## src/rtl/core/vbf_ram.sv

```systemverilog
// Generic single-write, single-read RAM with registered read data.
// No dependencies.
module vbf_ram #(
  parameter int WIDTH = 16,
  parameter int DEPTH = 256
) (
  input  logic                     clk,
  input  logic                     we,
  input  logic [$clog2(DEPTH)-1:0] waddr,
  input  logic [WIDTH-1:0]         wdata,
  input  logic [$clog2(DEPTH)-1:0] raddr,
  output logic [WIDTH-1:0]         rdata
);

  logic [WIDTH-1:0] mem [DEPTH];

  always_ff @(posedge clk) begin
    if (we) begin
      mem[waddr] <= wdata;
    end
    rdata <= mem[raddr];
  end

endmodule

```

## config.mk

```make
export PLATFORM = sky130hd
export DESIGN_NAME = vbf_ram
export DESIGN_NICKNAME = d
export VERILOG_FILES = /design/src/rtl/core/vbf_ram.sv
export SDC_FILE = /design/constraint.sdc
export NUM_CORES = 2
export LEC_CHECK = 0
export ABC_AREA = 0
export BUFFER_PORTS_ARGS = -buffer_cell sky130_fd_sc_hd__buf_2
export CAP_MARGIN = 20
export CORE_UTILIZATION = 34
export DETAILED_ROUTE_END_ITERATION = 7
export SYNTH_ARGS = -nofsm -noshare
export SYNTH_HDL_FRONTEND = slang
export SYNTH_SLANG_ARGS = --single-unit
```

## constraint.sdc

```tcl
create_clock -name clk -period 3 [get_ports clk]
set_input_delay 0.3 -clock clk [delete_from_list [all_inputs] [get_ports clk]]
set_output_delay 0.3 -clock clk [all_outputs]
set_load 0.05 [all_outputs]
```

==> key figures <==
Place
  • DP HPWL: 273000 µm
  • Cell Area, Placed: 173000 µm²
  • I/O Buffers: 49
  • Gpl congestion: 0.884

STA
  • Min Tclk post-route: 2.71 ns
  • Clock skew: 0.0407 ns
  • Fmax: 369 MHz
  • Worst hold slack: 0.163 ns
  • RSZ-0062 raised after global routing: false
  • Setup Total Neg Slack: 0 ns
  • Tcrit/Tclk final: 0.903
  • Final Max Slew Viols: 0
  • Actual slew at the worst max-slew pin: 1.30 ns
  • Endpoints failing setup: 0
  • Headroom to the max-slew limit: 0.132
  • Final Hold Viols: 0

CTS
  • CTS resizes: 0
  • Root buf cell: clkbuf_16
  • Num CTS Buffers: 394
  • Post-CTS setup buffers: 0
  • CTS tree: yes
  • Max clock buf depth: 4
  • Clock latency at the later pin of the worst-skew pair: 0.98 ns
  • Clock transition at the registers of the reported paths: 0.07 ns
  • CTS Sinks: 4112
  • H-tree depth: 5

Synthesis
  • Sequential fraction of the synthesis area: 0.777
  • Synth warn: 0
  • Post-synth top area share: 0.775
  • Largest area contributor in the netlist: edfxtp_1
  • Net Count, Synth: 7394
  • Cell count after synthesis: 7360
  • Number of enable flip-flop cells after synthesis: 4096
  • Top cells by area, synth: edfxtp_1, mux4_2, mux2i_1
  • Syn Area/Cell: 21.6 µm²
  • Synth async-reset ratio: 0
  • Netlist cell types: 52
  • Flops & latches, synth: 4112
  • Synth Flop Type: edfxtp_1
  • Netlist Area Pre-Place: 159000 µm²

Routing
  • Post-DR vias/cell: 5.41
  • WL final: 431000 µm
  • DRT Pass-1 Iters: 6
  • Number of nets with antenna violations after routing: 0
  • Drt drc: 0
  • WL/cell: 29.1 µm
  • Iteration-0 DRC Markers: 9688
  • Via count of the routed design: 80000

Critical path
  • Worst setup SP type: register
  • Critical path arrival: 3.57 ns
  • FF-to-FF path depth: 6
  • Peak fanout along the critical path: 1
  • Critical Setup Path Class: reg2reg
  • CP required: 3.86 ns
  • Critical path endpoint category: register

Job
  • Max cap viols: 0

Layout
  • Total Nets Final: 8311
  • Most frequent cells in the layout: edfxtp_1, mux4_2, buf_4
  • Commonest non-fill, non-tap cell in the layout: edfxtp_1
  • Share of cells above drive strength 1: 0.292
  • Finished Cell Area: 186000 µm²
  • Fin util: 0.402
  • Syn-to-layout area delta: 17.5%

Floorplanning
  • Initial Util: 0.342
  • Die X: 685 µm
  • Die Span Y: 685 µm
  • Die ar.: 470000 µm²
  • I/O pin count: 50
  • # rows: 250
  • Core Box Area: 464000 µm²

Power
  • Peak VDD IR: 0.446 mV
  • Total Power: 121000 µW
  • Clock power share: 0.421
  • PwrDens: 650 nW/µm²
  • Reg power frac: 0.523
  • Net Sw Frac: 0.217
  • Pleak: 0.0595 µW
  • Sw power: 26300 µW
  • Int Pwr: 95000 µW
  • Logic pwr share: 0.056

Min path
  • WHS Path Cells: 4
  • Hold WC Path Type: in2reg

GRT
  • First-pass GRT wire length: 609000 µm
  • Vias in the first global route: 80100
  • GRT overflow: 0
  • Initial antenna violation count: 23
  • Largest net degree at the start of global routing: 114
  • GRT Total Usage: 0.179

Outcome
  • Outcome: finished clean
-- repair_timing --
item	CTS	global route
hold buffers	19	0
endpoints found under the setup margin	0	0
endpoints found under the hold margin	940	0
-- cell usage after synthesis (9+ instances only) --
cell,instances
nand4_1,26
a221oi_1,28
mux2_2,88
dfxtp_1,16
buf_2,76
and3_1,11
a22oi_1,43
nand3_1,35
o21ai_0,37
edfxtp_1,4096
a211oi_1,18
o32ai_1,20
clkbuf_1,230
a21oi_1,175
nor3_1,92
buf_1,27
buf_4,26
buf_6,77
nand2_1,38
nor2_1,304
nor4_1,17
o221ai_1,252
a22o_1,32
nor2b_1,9
mux4_2,797
mux2i_1,565
o22ai_1,148
o31ai_1,16
buf_8,11
-- registers in the layout, summed over array words and instances (netlist names) --
name   flops
rdata     16
mem     4096
-- cell families after synthesis --
| group | synth area share |
|---|---|
| flops | 0.777 |
| compound gates | 0.0354 |
| simple gates | 0.0157 |
| mux | 0.155 |
| buf+inv | 0.0169 |
-- critical path, stage by stage (launching register included) --
cell      delay (ns)
edfxtp_1        0.41
mux4_2          0.53
mux4_2          0.48
a22o_1          0.34
o32ai_1         0.54
buf_12          0.21
nor4_1          0.06
-- area by class of cell --
cell class              instances  area [µm²]
well taps                    6174        7720
flip-flops and latches       4112      123000
repair buffers                973        9130
multi-input cells            2792       32900
clock buffers                 463       10300
diodes                         13        32.5
fillers                     40600      278000
inverters                       4        27.5
clock inverters               261        2980
-- worst paths after layout --
check	end	slack, ns	start
worst max register to register	rdata[6]	0.29	mem[57][6]
worst min register to register	rdata[11]	1.11	mem[194][11]
worst max-delay path	rdata[6]	0.29	mem[57][6]
worst min-delay path	mem[46][5]	0.16	waddr[2]
-- power groups by stage --
stage / registers [µW] / logic (µW) / clock network, µW
floorplan: 64700 / 3120 / 0
global placement: 64700 / 6610 / 0
detailed placement: 64700 / 6720 / 0
CTS: 63500 / 6760 / 51800
global route: 63400 / 7030 / 53800
finish: 63500 / 6740 / 51100
-- metrics by stage --
step,setup WS [ns],cells
final,0.292,14800
after global routing,0.235,14800
after CTS,0.308,14800
after detailed placement,-0.427,14000
after global placement,-0.414,14000
after floorplan,0.535,7360
-- routing by layer --
metal	up-vias	global-route usage	wire, µm
li1	33100	-	-
met1	42700	0.246	175000
met2	3488	0.290	205000
met5	-	0	41
met4	8	0.0616	16700
met3	621	0.0298	34300
Power figures use the tool's default switching activity.
