<file path="src/rtl/core/vbf_pkg.sv">
// Package for the volume bilateral filter: payload structs, job and geometry types,
// field widths, register indexes and item codes. No dependencies.
package vbf_pkg;

  localparam int RADIUS_DEF      = 2;
  localparam int MAX_WIDTH_DEF   = 256;
  localparam int MAX_HEIGHT_DEF  = 256;
  localparam int SAMPLE_BITS_DEF = 16;
  localparam int MAX_DEPTH       = 4096;

  localparam int COORD_W    = 10;
  localparam int SLICE_W    = 12;
  localparam int DIM_W      = 11;
  localparam int DEPTH_W    = 13;
  localparam int AREA_W     = 21;
  localparam int LAG_W      = 24;
  localparam int SCALE_W    = 24;
  localparam int WEIGHT_W   = 16;
  localparam int TIDX_W     = 9;
  localparam int RANGE_N    = 256;
  localparam int CFG_IDX_W  = 4;
  localparam int CFG_DATA_W = 24;

  localparam logic [CFG_IDX_W-1:0] REG_VOL_WIDTH  = 4'd0;
  localparam logic [CFG_IDX_W-1:0] REG_VOL_HEIGHT = 4'd1;
  localparam logic [CFG_IDX_W-1:0] REG_VOL_DEPTH  = 4'd2;
  localparam logic [CFG_IDX_W-1:0] REG_DIFF_SCALE = 4'd3;

  localparam logic [1:0] MODE_SAMPLE       = 2'd0;
  localparam logic [1:0] MODE_PAD          = 2'd1;
  localparam logic [1:0] MODE_LOAD_RANGE   = 2'd2;
  localparam logic [1:0] MODE_LOAD_SPATIAL = 2'd3;

  localparam logic [1:0] JOB_FILTER  = 2'd0;
  localparam logic [1:0] JOB_RANGE   = 2'd1;
  localparam logic [1:0] JOB_SPATIAL = 2'd2;

  typedef struct packed {
    logic [1:0]          mode;
    logic [15:0]         sample;
    logic [TIDX_W-1:0]   table_index;
    logic [WEIGHT_W-1:0] weight_value;
  } item_t;

  typedef struct packed {
    logic [15:0] filtered;
    logic [7:0]  out_column;
    logic [7:0]  out_row;
    logic [11:0] out_slice;
    logic        volume_done;
  } result_t;

  typedef struct packed {
    logic [DIM_W-1:0]   w;
    logic [DIM_W-1:0]   h;
    logic [DEPTH_W-1:0] d;
    logic [AREA_W-1:0]  wh;
    logic [LAG_W-1:0]   lag;
    logic [SCALE_W-1:0] scale;
  } geom_t;

  typedef struct packed {
    logic [1:0]          kind;
    logic [COORD_W-1:0]  col;
    logic [COORD_W-1:0]  row;
    logic [SLICE_W-1:0]  slice;
    logic                done;
    logic [TIDX_W-1:0]   table_index;
    logic [WEIGHT_W-1:0] weight;
  } job_t;

endpackage

</file>
<file path="src/rtl/core/vbf_queue.sv">
// Two-entry job queue between the front and back ends of the filter.
// Depends on vbf_pkg for job_t.
module vbf_queue import vbf_pkg::*; (
  input  logic clk,
  input  logic rst,
  input  logic push_valid,
  output logic push_ready,
  input  job_t push_data,
  output logic pop_valid,
  input  logic pop_ready,
  output job_t pop_data
);

  job_t       slot [2];
  logic       wr_ptr;
  logic       rd_ptr;
  logic [1:0] count;
  logic       push;
  logic       pop;

  assign push_ready = (count != 2'd2);
  assign pop_valid  = (count != 2'd0);
  assign pop_data   = slot[rd_ptr];
  assign push       = push_valid && push_ready;
  assign pop        = pop_valid && pop_ready;

  always_ff @(posedge clk) begin
    if (rst) begin
      wr_ptr <= 1'b0;
      rd_ptr <= 1'b0;
      count  <= 2'd0;
    end else begin
      if (push) begin
        wr_ptr <= ~wr_ptr;
      end
      if (pop) begin
        rd_ptr <= ~rd_ptr;
      end
      if (push && !pop) begin
        count <= count + 2'd1;
      end else if (pop && !push) begin
        count <= count - 2'd1;
      end
    end
  end

  always_ff @(posedge clk) begin
    if (push) begin
      slot[wr_ptr] <= push_data;
    end
  end

endmodule

</file>
<file path="config.mk">
export PLATFORM = sky130hd
export DESIGN_NAME = vbf_queue
export DESIGN_NICKNAME = d
export VERILOG_FILES = /design/src/rtl/core/vbf_pkg.sv /design/src/rtl/core/vbf_queue.sv
export SDC_FILE = /design/constraint.sdc
export NUM_CORES = 1
export LEC_CHECK = 0
export ABC_AREA = 1
export BUFFER_PORTS_ARGS = -buffer_cell sky130_fd_sc_hd__buf_2
export CORE_MARGIN = 5
export CORE_UTILIZATION = 39
export DETAILED_ROUTE_END_ITERATION = 8
export PLACE_DENSITY = 0.68
export SETUP_SLACK_MARGIN = 0.5
export SLEW_MARGIN = 20
export SYNTH_ARGS = -nofsm -noshare
export SYNTH_HDL_FRONTEND = slang
export SYNTH_SLANG_ARGS = --single-unit
export TNS_END_PERCENT = 1
</file>
<file path="constraint.sdc">
create_clock -name clk -period 3.2 [get_ports clk]
set_input_delay 0.16 -clock clk [delete_from_list [all_inputs] [get_ports clk]]
set_output_delay 0.16 -clock clk [all_outputs]
set_load 0.01 [all_outputs]
</file>
==> impl_metrics.csv <==
group,metric,value,unit
route,ant_nets,0,
clocking,postCtsResizedCells,0,
yosys,ys_warn_count,0,
clocking,cts_buffers,17,
sta,slew_viol_final,0,
floorplanning,ios,126,
setup_path,crit_buf_inv,2,
yosys,async_flop_share,0,%
setup_path,crit_arrival,2.09,ns
route,finalWirelength,9020,µm
layout,multi_input_area,1020,µm²
sta,fin_crit,2.25,ns
placed_design,post_dp_cell_area,5650,µm²
sta,clock.fmax,444,MHz
setup_path,crit_path_max_fanout,34,
yosys,syn_area,4870,µm²
yosys,synth.area.top_cells,"edfxtp_1, mux2_4, buf_12",
job,maxCapViolCount,0,
floorplanning,rows,40,
floorplanning,die-area,14800,µm²
sta,rsz0062_at_grt,"false",
setup_path,critPathMaxStageDelay,0.77,ns
pwr,ir_drop,0.000445,V
setup_path,path_class,"flip-flop to output pin",
sta,fin_ws,0.950,ns
route,wl_per_cell,14.9,µm
pwr,p_leak,2.78,nW
placed_design,portBuffers,125,
yosys,synth_seq_area_share,76.0,%
placed_design,gp_congestion,0.674,
yosys,yosys.area.top_type,"edfxtp_1",
global_route,grt_remaining_overflow,0,
global_route,antenna_found_initial,0,
global_route,grt_pass1_vias,2850,
layout,diodes,0,
route,drt_iter0_markers,93,
status,outcome,"complete, no violations",
clocking,cts.sinks,125,
yosys,yosysUniqueCellTypes,13,
sta,setup_violations,0,
layout,design.final.nets,490,
floorplanning,die_h,122,µm
hold_path,hold_class,"input pin to flip-flop",
clocking,cts_root_buf,"clkbuf_16",
setup_path,crit_path_end_kind,"output pin",
layout,nFillCells,977,
clocking,path_clk_slew,0.05,ns
floorplanning,dieWidth,122,µm
floorplanning,core_area,12100,µm²
route,vias,2616,
route,avgViaCountPerCell,4.32,
setup_path,startpoint_type,"flip-flop",
yosys,synth_commonest_cells,"edfxtp_1, mux2_4, nand2_1",
setup_path,path_cells,"buf_4, mux2_4, buf_2",
setup_path,cp_top_family,"flip-flops",
yosys,synthCells,224,
sta,fin_crit_sh,70.3,%
route,drtPass1Iterations,4,
pwr,finalPower,0.00550,W
floorplanning,start_util,40.2,%
layout,drive_gt1_share,50.9,%
clocking,cts_htree_levels,4,
clocking,cts_buffer_depth,2,
yosys,synth_top_area_share,73.9,%
setup_path,slowest_stage,"dfxtp_4",
yosys,ys_seq_elements,125,
sta,final.setup.tns,0,ns
yosys,synth_edf_count,120,
layout,fin_area,6920,µm²
route,remaining_drc_errors,0,
clocking,clock_latency,0.40,ns
placed_design,hpwlAfterDp,5840,µm
global_route,grtUsageTotal,12.7,%
layout,syn2layout_area_growth,42.0,%
sta,holdWs,0.0601,ns
yosys,synth_ff_type,"edfxtp_1",
yosys,synthMostInstantiatedCell,"edfxtp_1",
yosys,syn_avg_cell_area,21.8,µm²
placed_design,place_ws,1.18,ns
layout,ff_latch_area,3710,µm²
sta,max_slew_margin,47.5,%
sta,hold_violations,0,
clocking,cts_tree,"done",
pwr,power_density,794,nW/µm²
yosys,syn-num-nets,289,
setup_path,crit_required,3.04,ns
sta,finClkSkew,0.00598,ns
global_route,grt_pass1_wl,14100,µm
sta,tightest_slew,0.785,ns
global_route,grt_max_degree,37,
worst register-to-register path: stages (launching register included):
cell and delay, ns:
dfxtp_1 0.33, inv_1 0.08, nand2_1 0.09, nand2_1 0.16, nor2_4 0.64, buf_12 0.31
cell families after synthesis:
kind of cell    count (synthesis)  synth area share (%)
compound gates                  4                 0.411
mux                            60                  18.5
flops                         125                  76.0
fa+ha+maj                       1                 0.257
simple gates                   19                  1.57
buf+inv                        15                  3.31
cell usage in the layout, fill, tap and decap left out, types with 4 or more instances in the layout:
cell type	n
inv_1	8
buf_2	125
nand2_1	9
bufinv_16	6
edfxtp_1	120
mux2_4	60
clkinv_4	5
nor2_1	5
dlygate4sd3_1	60
dfxtp_1	4
clkbuf_16	17
layout make-up:
cell class | count | area share [%]
repair buffers | 189 | 18.5
multi-input cells | 84 | 14.8
well taps | 168 | 3.04
clock buffers | 17 | 6.14
flip-flops and latches | 125 | 53.5
clock inverters | 15 | 3.54
inverters | 8 | 0.434
registers in the layout (all words and copies together), names as in the netlist, named ones only:
| signal | flops |
|---|---|
| slot | 120 |
| wr_ptr | 1 |
| count | 2 |
| rd_ptr | 1 |
layer usage:
metal	vias to the layer above	wire [µm]	track usage [%]
li1	1267	-	-
met1	1250	3790	15.0
met2	87	4440	20.8
met3	12	698	5.71
met4	0	87	4.20
met5	-	0	0
worst paths after layout:
check                                              to             startpoint  depth (start not counted)  slack [ns]
worst max register to register  slot[0][43]$_DFFE_PP_  count[0]$_SDFFE_PP0P_                          5        1.25
worst max-delay path                     pop_data[19]              flip-flop                          3        0.95
worst min-delay path            count[1]$_SDFFE_PP0P_                    rst                          4        0.06
worst min register to register              flip-flop    rd_ptr$_SDFFE_PP0P_                          2        0.50
where the power goes:
group	total [W]	switching (W)	internal, W
Combinational	0.00118	0.000545	0.000634
Clock	0.00212	0.000663	0.00146
Sequential	0.00220	0.000124	0.00207
Total	0.00550	0.00133	0.00417
what timing repair did:
action                    4_1_cts  5_1_grt
hold endpoints to repair      120        0
hold buffers                   60        0
buffers inserted                0        0
stage by stage:
stage / std cells / util (%)
2_1_floorplan: 224 / -
3_5_place_dp: 514 / 46.7
6_report: 606 / 57.2
3_3_place_gp: 514 / 46.7
4_1_cts: 606 / 57.2
5_1_grt: 606 / 57.2
No activity file was read; power rests on OpenSTA's default activity.
