### src/rtl/core/vbf_pkg.sv
// Package for the volume bilateral filter: payload structs, job and geometry types,
// field widths, register indexes and item codes. No dependencies.
package vbf_pkg;

  localparam int RADIUS_DEF      = 2;
  localparam int MAX_WIDTH_DEF   = 256;
  localparam int MAX_HEIGHT_DEF  = 256;
  localparam int SAMPLE_BITS_DEF = 16;
  localparam int MAX_DEPTH       = 4096;

  localparam int COORD_W    = 10;
  localparam int SLICE_W    = 12;
  localparam int DIM_W      = 11;
  localparam int DEPTH_W    = 13;
  localparam int AREA_W     = 21;
  localparam int LAG_W      = 24;
  localparam int SCALE_W    = 24;
  localparam int WEIGHT_W   = 16;
  localparam int TIDX_W     = 9;
  localparam int RANGE_N    = 256;
  localparam int CFG_IDX_W  = 4;
  localparam int CFG_DATA_W = 24;

  localparam logic [CFG_IDX_W-1:0] REG_VOL_WIDTH  = 4'd0;
  localparam logic [CFG_IDX_W-1:0] REG_VOL_HEIGHT = 4'd1;
  localparam logic [CFG_IDX_W-1:0] REG_VOL_DEPTH  = 4'd2;
  localparam logic [CFG_IDX_W-1:0] REG_DIFF_SCALE = 4'd3;

  localparam logic [1:0] MODE_SAMPLE       = 2'd0;
  localparam logic [1:0] MODE_PAD          = 2'd1;
  localparam logic [1:0] MODE_LOAD_RANGE   = 2'd2;
  localparam logic [1:0] MODE_LOAD_SPATIAL = 2'd3;

  localparam logic [1:0] JOB_FILTER  = 2'd0;
  localparam logic [1:0] JOB_RANGE   = 2'd1;
  localparam logic [1:0] JOB_SPATIAL = 2'd2;

  typedef struct packed {
    logic [1:0]          mode;
    logic [15:0]         sample;
    logic [TIDX_W-1:0]   table_index;
    logic [WEIGHT_W-1:0] weight_value;
  } item_t;

  typedef struct packed {
    logic [15:0] filtered;
    logic [7:0]  out_column;
    logic [7:0]  out_row;
    logic [11:0] out_slice;
    logic        volume_done;
  } result_t;

  typedef struct packed {
    logic [DIM_W-1:0]   w;
    logic [DIM_W-1:0]   h;
    logic [DEPTH_W-1:0] d;
    logic [AREA_W-1:0]  wh;
    logic [LAG_W-1:0]   lag;
    logic [SCALE_W-1:0] scale;
  } geom_t;

  typedef struct packed {
    logic [1:0]          kind;
    logic [COORD_W-1:0]  col;
    logic [COORD_W-1:0]  row;
    logic [SLICE_W-1:0]  slice;
    logic                done;
    logic [TIDX_W-1:0]   table_index;
    logic [WEIGHT_W-1:0] weight;
  } job_t;

endpackage

### src/rtl/core/vbf_front.sv
// Front end: accepts items, stores samples in the slice ring, tracks the output
// position and queues filter and table-load jobs. Depends on vbf_pkg.
module vbf_front import vbf_pkg::*; #(
  parameter int RADIUS      = RADIUS_DEF,
  parameter int MAX_WIDTH   = MAX_WIDTH_DEF,
  parameter int MAX_HEIGHT  = MAX_HEIGHT_DEF,
  parameter int SAMPLE_BITS = SAMPLE_BITS_DEF
) (
  input  logic  clk,
  input  logic  rst,
  input  logic  restart,
  input  logic  geom_ok,
  input  geom_t geom,
  input  logic  item_valid,
  output logic  item_ready,
  input  item_t item,
  output logic  job_valid,
  input  logic  job_ready,
  output job_t  job,
  output logic  ring_we,
  output logic [$clog2((2*RADIUS+1)*MAX_WIDTH*MAX_HEIGHT)-1:0] ring_waddr,
  output logic [SAMPLE_BITS-1:0] ring_wdata,
  input  logic  back_idle,
  input  logic  queue_empty
);

  localparam int RING_N = (2*RADIUS+1) * MAX_WIDTH * MAX_HEIGHT;
  localparam int RA_W   = $clog2(RING_N);
  localparam int SB_EXT = (SAMPLE_BITS > 16) ? SAMPLE_BITS : 16;

  logic [RA_W-1:0]    waddr;
  logic [RA_W-1:0]    fill;
  logic               primed;
  logic               drain;
  logic [COORD_W-1:0] col;
  logic [COORD_W-1:0] row;
  logic [SLICE_W-1:0] slice;
  logic               is_load;
  logic               take;
  logic               emit;
  logic               col_end;
  logic               row_end;
  logic               slice_end;
  logic               last;
  logic [SB_EXT-1:0]  sample_ext;

  always_comb begin
    case (item.mode) inside
      MODE_LOAD_RANGE, MODE_LOAD_SPATIAL: is_load = 1'b1;
      default:                            is_load = 1'b0;
    endcase
  end

  assign item_ready = geom_ok && !drain && !restart && job_ready;
  assign take       = item_valid && item_ready;
  assign emit       = take && !is_load && primed;
  assign col_end    = (DIM_W'(col) + DIM_W'(1)) == geom.w;
  assign row_end    = (DIM_W'(row) + DIM_W'(1)) == geom.h;
  assign slice_end  = (DEPTH_W'(slice) + DEPTH_W'(1)) == geom.d;
  assign last       = col_end && row_end && slice_end;
  assign sample_ext = SB_EXT'(item.sample);

  assign ring_we    = take && !is_load;
  assign ring_waddr = waddr;
  assign ring_wdata = (item.mode == MODE_SAMPLE) ? sample_ext[SAMPLE_BITS-1:0] : '0;

  assign job_valid       = take && (is_load || primed);
  assign job.kind        = (item.mode == MODE_LOAD_RANGE)   ? JOB_RANGE :
                           (item.mode == MODE_LOAD_SPATIAL) ? JOB_SPATIAL : JOB_FILTER;
  assign job.col         = col;
  assign job.row         = row;
  assign job.slice       = slice;
  assign job.done        = last;
  assign job.table_index = item.table_index;
  assign job.weight      = item.weight_value;

  always_ff @(posedge clk) begin
    if (rst || restart) begin
      waddr  <= '0;
      fill   <= '0;
      primed <= 1'b0;
      drain  <= 1'b0;
      col    <= '0;
      row    <= '0;
      slice  <= '0;
    end else if (emit && last) begin
      waddr  <= '0;
      fill   <= '0;
      primed <= 1'b0;
      drain  <= 1'b1;
      col    <= '0;
      row    <= '0;
      slice  <= '0;
    end else begin
      if (drain && back_idle && queue_empty) begin
        drain <= 1'b0;
      end
      if (take && !is_load) begin
        waddr <= (waddr == RA_W'(RING_N - 1)) ? '0 : waddr + RA_W'(1);
        if (!primed) begin
          fill <= fill + RA_W'(1);
          if ((LAG_W'(fill) + LAG_W'(1)) == geom.lag) begin
            primed <= 1'b1;
          end
        end
      end
      if (emit) begin
        if (!col_end) begin
          col <= col + COORD_W'(1);
        end else begin
          col <= '0;
          if (!row_end) begin
            row <= row + COORD_W'(1);
          end else begin
            row   <= '0;
            slice <= slice + SLICE_W'(1);
          end
        end
      end
    end
  end

  assert property (@(posedge clk) disable iff (rst)
    (emit && last) |=> (drain && !primed && waddr == '0))
    else $error("volume end did not restart the input side");

  assert property (@(posedge clk) disable iff (rst)
    (drain && !queue_empty) |-> !item_ready)
    else $error("item taken while the previous volume drains");

endmodule

### config.mk
export PLATFORM = sky130hd
export DESIGN_NAME = vbf_front
export DESIGN_NICKNAME = d
export VERILOG_FILES = /design/src/rtl/core/vbf_pkg.sv /design/src/rtl/core/vbf_front.sv
export SDC_FILE = /design/constraint.sdc
export NUM_CORES = 1
export LEC_CHECK = 0
export BUFFER_PORTS_ARGS = -buffer_cell sky130_fd_sc_hd__buf_4
export CORE_MARGIN = 1.5
export CORE_UTILIZATION = 47
export DETAILED_ROUTE_END_ITERATION = 6
export GPL_ROUTABILITY_DRIVEN = 0
export PLACE_DENSITY = 0.9
export SYNTH_ARGS = -nofsm -noshare
export SYNTH_HDL_FRONTEND = slang
export SYNTH_SLANG_ARGS = --single-unit
### constraint.sdc
create_clock -name clk -period 3.4 [get_ports clk]
set_clock_uncertainty 0.05 [all_clocks]
set_input_delay 0.34 -clock clk [delete_from_list [all_inputs] [get_ports clk]]
set_output_delay 0.34 -clock clk [all_outputs]
set_load 0.05 [all_outputs]
==> impl_metrics.py <==
metrics = {
    "final_layout": {
        "n_fill_cell": 963,
        "final_area_sq_um": 6510,
        "layout-drive-gt1-share": 0.267,
        "syn_to_final_growth_pct": 26.0,
        "antenna_cells": 0,
        "fin_nets": 950,
    },
    "yosys": {
        "synth_most_common_cell": "nor2_1",
        "ys_async_sr_fraction": 0,
        "ys_warn_count": 0,
        "synthTopCellsByCount": "83 x nor2_1, 72 x dfxtp_1, 60 x nand2_1, 60 x xnor2_1, 52 x xor2_1",
        "synth.avg_cell_area_sq_um": 7.80,
        "synth-main-ff-cell": "dfxtp_1",
        "yosysTopAreaCellShare": 0.279,
        "synth_sequential_area_ratio": 0.279,
        "synth_top_cell_by_area": "dfxtp_1",
        "syn_area_sq_um": 5170,
        "yosys-top-cells-area": "dfxtp_1 28%, xnor2_1 10%, xor2_1 8.8%",
        "yosysUniqueCellTypes": 66,
        "synth_fp_nets": 822,
        "ys_seq_elements": 72,
        "synth_edf_count": 0,
        "postSynthCellCount": 662,
    },
    "flow_run": {
        "drv_cap": 0,
    },
    "global_route": {
        "grt_pass1_vias": 4599,
        "grt_usage": 0.225,
        "grt_max_degree": 42,
        "grt_pass1_wl_microns": 21400,
        "gr-total-overflow": 0,
        "antenna_found_initial": 0,
    },
    "sta": {
        "final-setup-viol-count": 0,
        "max_slew_margin": 0.297,
        "fin_crit_sh": 0.960,
        "finalCriticalPeriod_ns": 3.26,
        "worstMarginPinSlew_ns": 1.05,
        "max_freq_mhz": 306,
        "setup_ws_ns": 0.136,
        "final_max_slew_viol_count": 0,
        "fin_tns_setup_ns": 0,
        "rsz0062_at_grt": "no",
        "hold_viol": 0,
    },
    "worst_setup_path": {
        "rr_startpoint": "row[1]$_SDFFE_PP0P_",
        "worstRegToRegCells": 9,
        "critPathLaunch": "row[1]$_SDFFE_PP0P_",
        "r2r_end": "slice[9]$_SDFFE_PP0P_",
        "cp_slowest_cell": "or4_4",
        "crit_path_start_kind": "flip-flop",
        "cp_cell_sequence": "ha_2 > xor2_1 > a211oi_2 > o211ai_1 > or4_4 > or3_4 > nor4_4 > buf_4",
        "max_stage_delay_ns": 0.58,
        "ff2ff_setup_slack_ns": 0.24,
        "crit_type": "reg -> out",
        "cp_top_family": "simple AND/OR/NAND/NOR gates",
        "path_max_fanout": 6,
        "cp-endpoint": "job[25]",
        "cp.depth": 8,
        "cp_num_buf_inv": 1,
        "arrival_ns": 2.87,
        "crit_required_ns": 3.01,
        "critPathCaptureType": "primary output",
    },
    "floorplanning": {
        "fp-row-count": 38,
        "die_y_microns": 108,
        "start_util": 0.479,
        "fp.dieW_microns": 108,
        "coreArea_sq_um": 10800,
        "pin_count": 253,
        "die_area_sq_um": 11600,
    },
    "power": {
        "powerDensity_nw_per_um2": 271,
        "total_power_mw": 1.76,
        "leakagePower_nw": 2.49,
        "ir_worst_vdd_mv": 0.147,
    },
    "hold_path": {
        "hp-class": "in -> reg",
    },
    "clocking": {
        "numCtsBuffers": 9,
        "numClockSinks": 72,
        "clockBufferDepth": 2,
        "clk_latency_ns": 0.35,
        "clk_pin_slew_ns": 0.09,
        "h-tree-depth": 3,
        "cts-root-buf": "clkbuf_8",
        "post_cts_buffers": 0,
        "cts_hold_buf": 0,
        "cts_tree": "done",
    },
    "placement": {
        "dp_slack_ns": 0.157,
        "port_buffers": 157,
        "hpwlAfterDp_microns": 10100,
        "place_area_sq_um": 6280,
    },
    "detailed_routing": {
        "detail-route-antenna-nets": 0,
        "first_pass_iters": 7,
        "wl_per_cell_microns": 14.3,
        "vias": 5113,
        "post-route-drc-count": 0,
        "drt-vias-per-instance": 5.47,
        "first_iter_violations": 257,
        "drt_wl_total_microns": 13400,
    },
    "run_status": {
        "run_status": "finished clean",
    },
}
-- cell type report --
| type | count | area (sq um) | share of cell area |
|---|---|---|---|
| Clock buffer | 9 | 124 | 0.0190 |
| Clock inverter | 7 | 68.8 | 0.0106 |
| Inverter | 9 | 33.8 | 0.00519 |
| Multi-Input combinational cell | 529 | 3380 | 0.519 |
| Sequential cell | 72 | 1450 | 0.222 |
| Tap cell | 140 | 175 | 0.0269 |
| Timing Repair Buffer | 169 | 1280 | 0.197 |
-- per-layer routing --
layer / wire length [microns] / vias to the layer above / GRT usage
li1: - / 2536 / -
met1: 5850 / 2394 / 0.292
met2: 6580 / 167 / 0.382
met3: 757 / 16 / 0.0406
met4: 160 / 0 / 0.0611
met5: 0 / - / 0
-- report_power, final --
group,switching [mW],internal (mW),leakage [nW]
logic,0.120,0.119,1.81
clock network,0.390,0.291,0.101
registers,0.000298,0.842,0.581
-- kinds of logic (layout without fill, tap and decap cells) --
family,Yosys count,after routing,synth area share
simple gates,312,312,0.321
xor+xnor,113,113,0.193
compound gates,94,94,0.112
flops,72,72,0.279
buf+inv,61,194,0.0727
fa+ha+maj,5,5,0.0121
mux,5,5,0.0102
-- stage by stage --
stage / hold slack (ns) / instances / util
after detailed placement: 0.441 / 919 / 0.582
after global placement: 0.424 / 919 / 0.582
after global routing: 0.268 / 935 / 0.603
after floorplan: 0.382 / 662 / -
final: 0.221 / 935 / 0.603
after CTS: 0.217 / 935 / 0.601
-- state kept, by name (all words and copies together) (netlist names) --
signal	cells
col	10
fill	19
row	10
slice	12
drain	1
primed	1
ring_waddr	19
-- worst min path at each step --
| stage | start | endpoint | slack [ns] | depth (start not counted) |
|---|---|---|---|---|
| 2_1_floorplan | drain$_SDFFE_PP0P_ | drain$_SDFFE_PP0P_ | 0.38 | 2 |
| 3_3_place_gp | fill[1]$_SDFFE_PP0P_ | fill[1]$_SDFFE_PP0P_ | 0.42 | 2 |
| 3_5_place_dp | drain$_SDFFE_PP0P_ | drain$_SDFFE_PP0P_ | 0.44 | 2 |
| 4_1_cts | back_idle | drain$_SDFFE_PP0P_ | 0.22 | 4 |
| 5_1_grt | back_idle | drain$_SDFFE_PP0P_ | 0.27 | 4 |
| 6_report | back_idle | drain$_SDFFE_PP0P_ | 0.22 | 4 |
-- what timing repair did --
| item | in CTS | in global routing |
|---|---|---|
| endpoints found under the setup margin | 1 | 2 |
| gates resized for setup | 2 | 7 |
| pin swaps | 0 | 0 |
-- worst register-to-register path: stages (launching register included) --
cell,delay [ns]
dfxtp_4,0.39
ha_2,0.29
xor2_1,0.15
a211oi_2,0.19
o211ai_1,0.13
or4_4,0.58
nor3_1,0.82
nand3b_1,0.22
xor2_1,0.20
nor2_1,0.05
-- cells in the final DEF, fill, tap and decap left out, types with 10 or more instances in the layout --
cell / netlist / final
buf_4: 30 / 168
nor2_1: 83 / 83
dfxtp_1: 72 / 69
xnor2_1: 60 / 60
nand2_1: 60 / 60
xor2_1: 52 / 52
nand3_1: 33 / 32
a21oi_1: 32 / 32
o21ai_0: 29 / 29
and2_1: 19 / 19
nand4_1: 19 / 19
nor3_1: 17 / 17
and3_1: 11 / 11
nor4_1: 11 / 10
No activity file was read; power rests on OpenSTA's default activity.
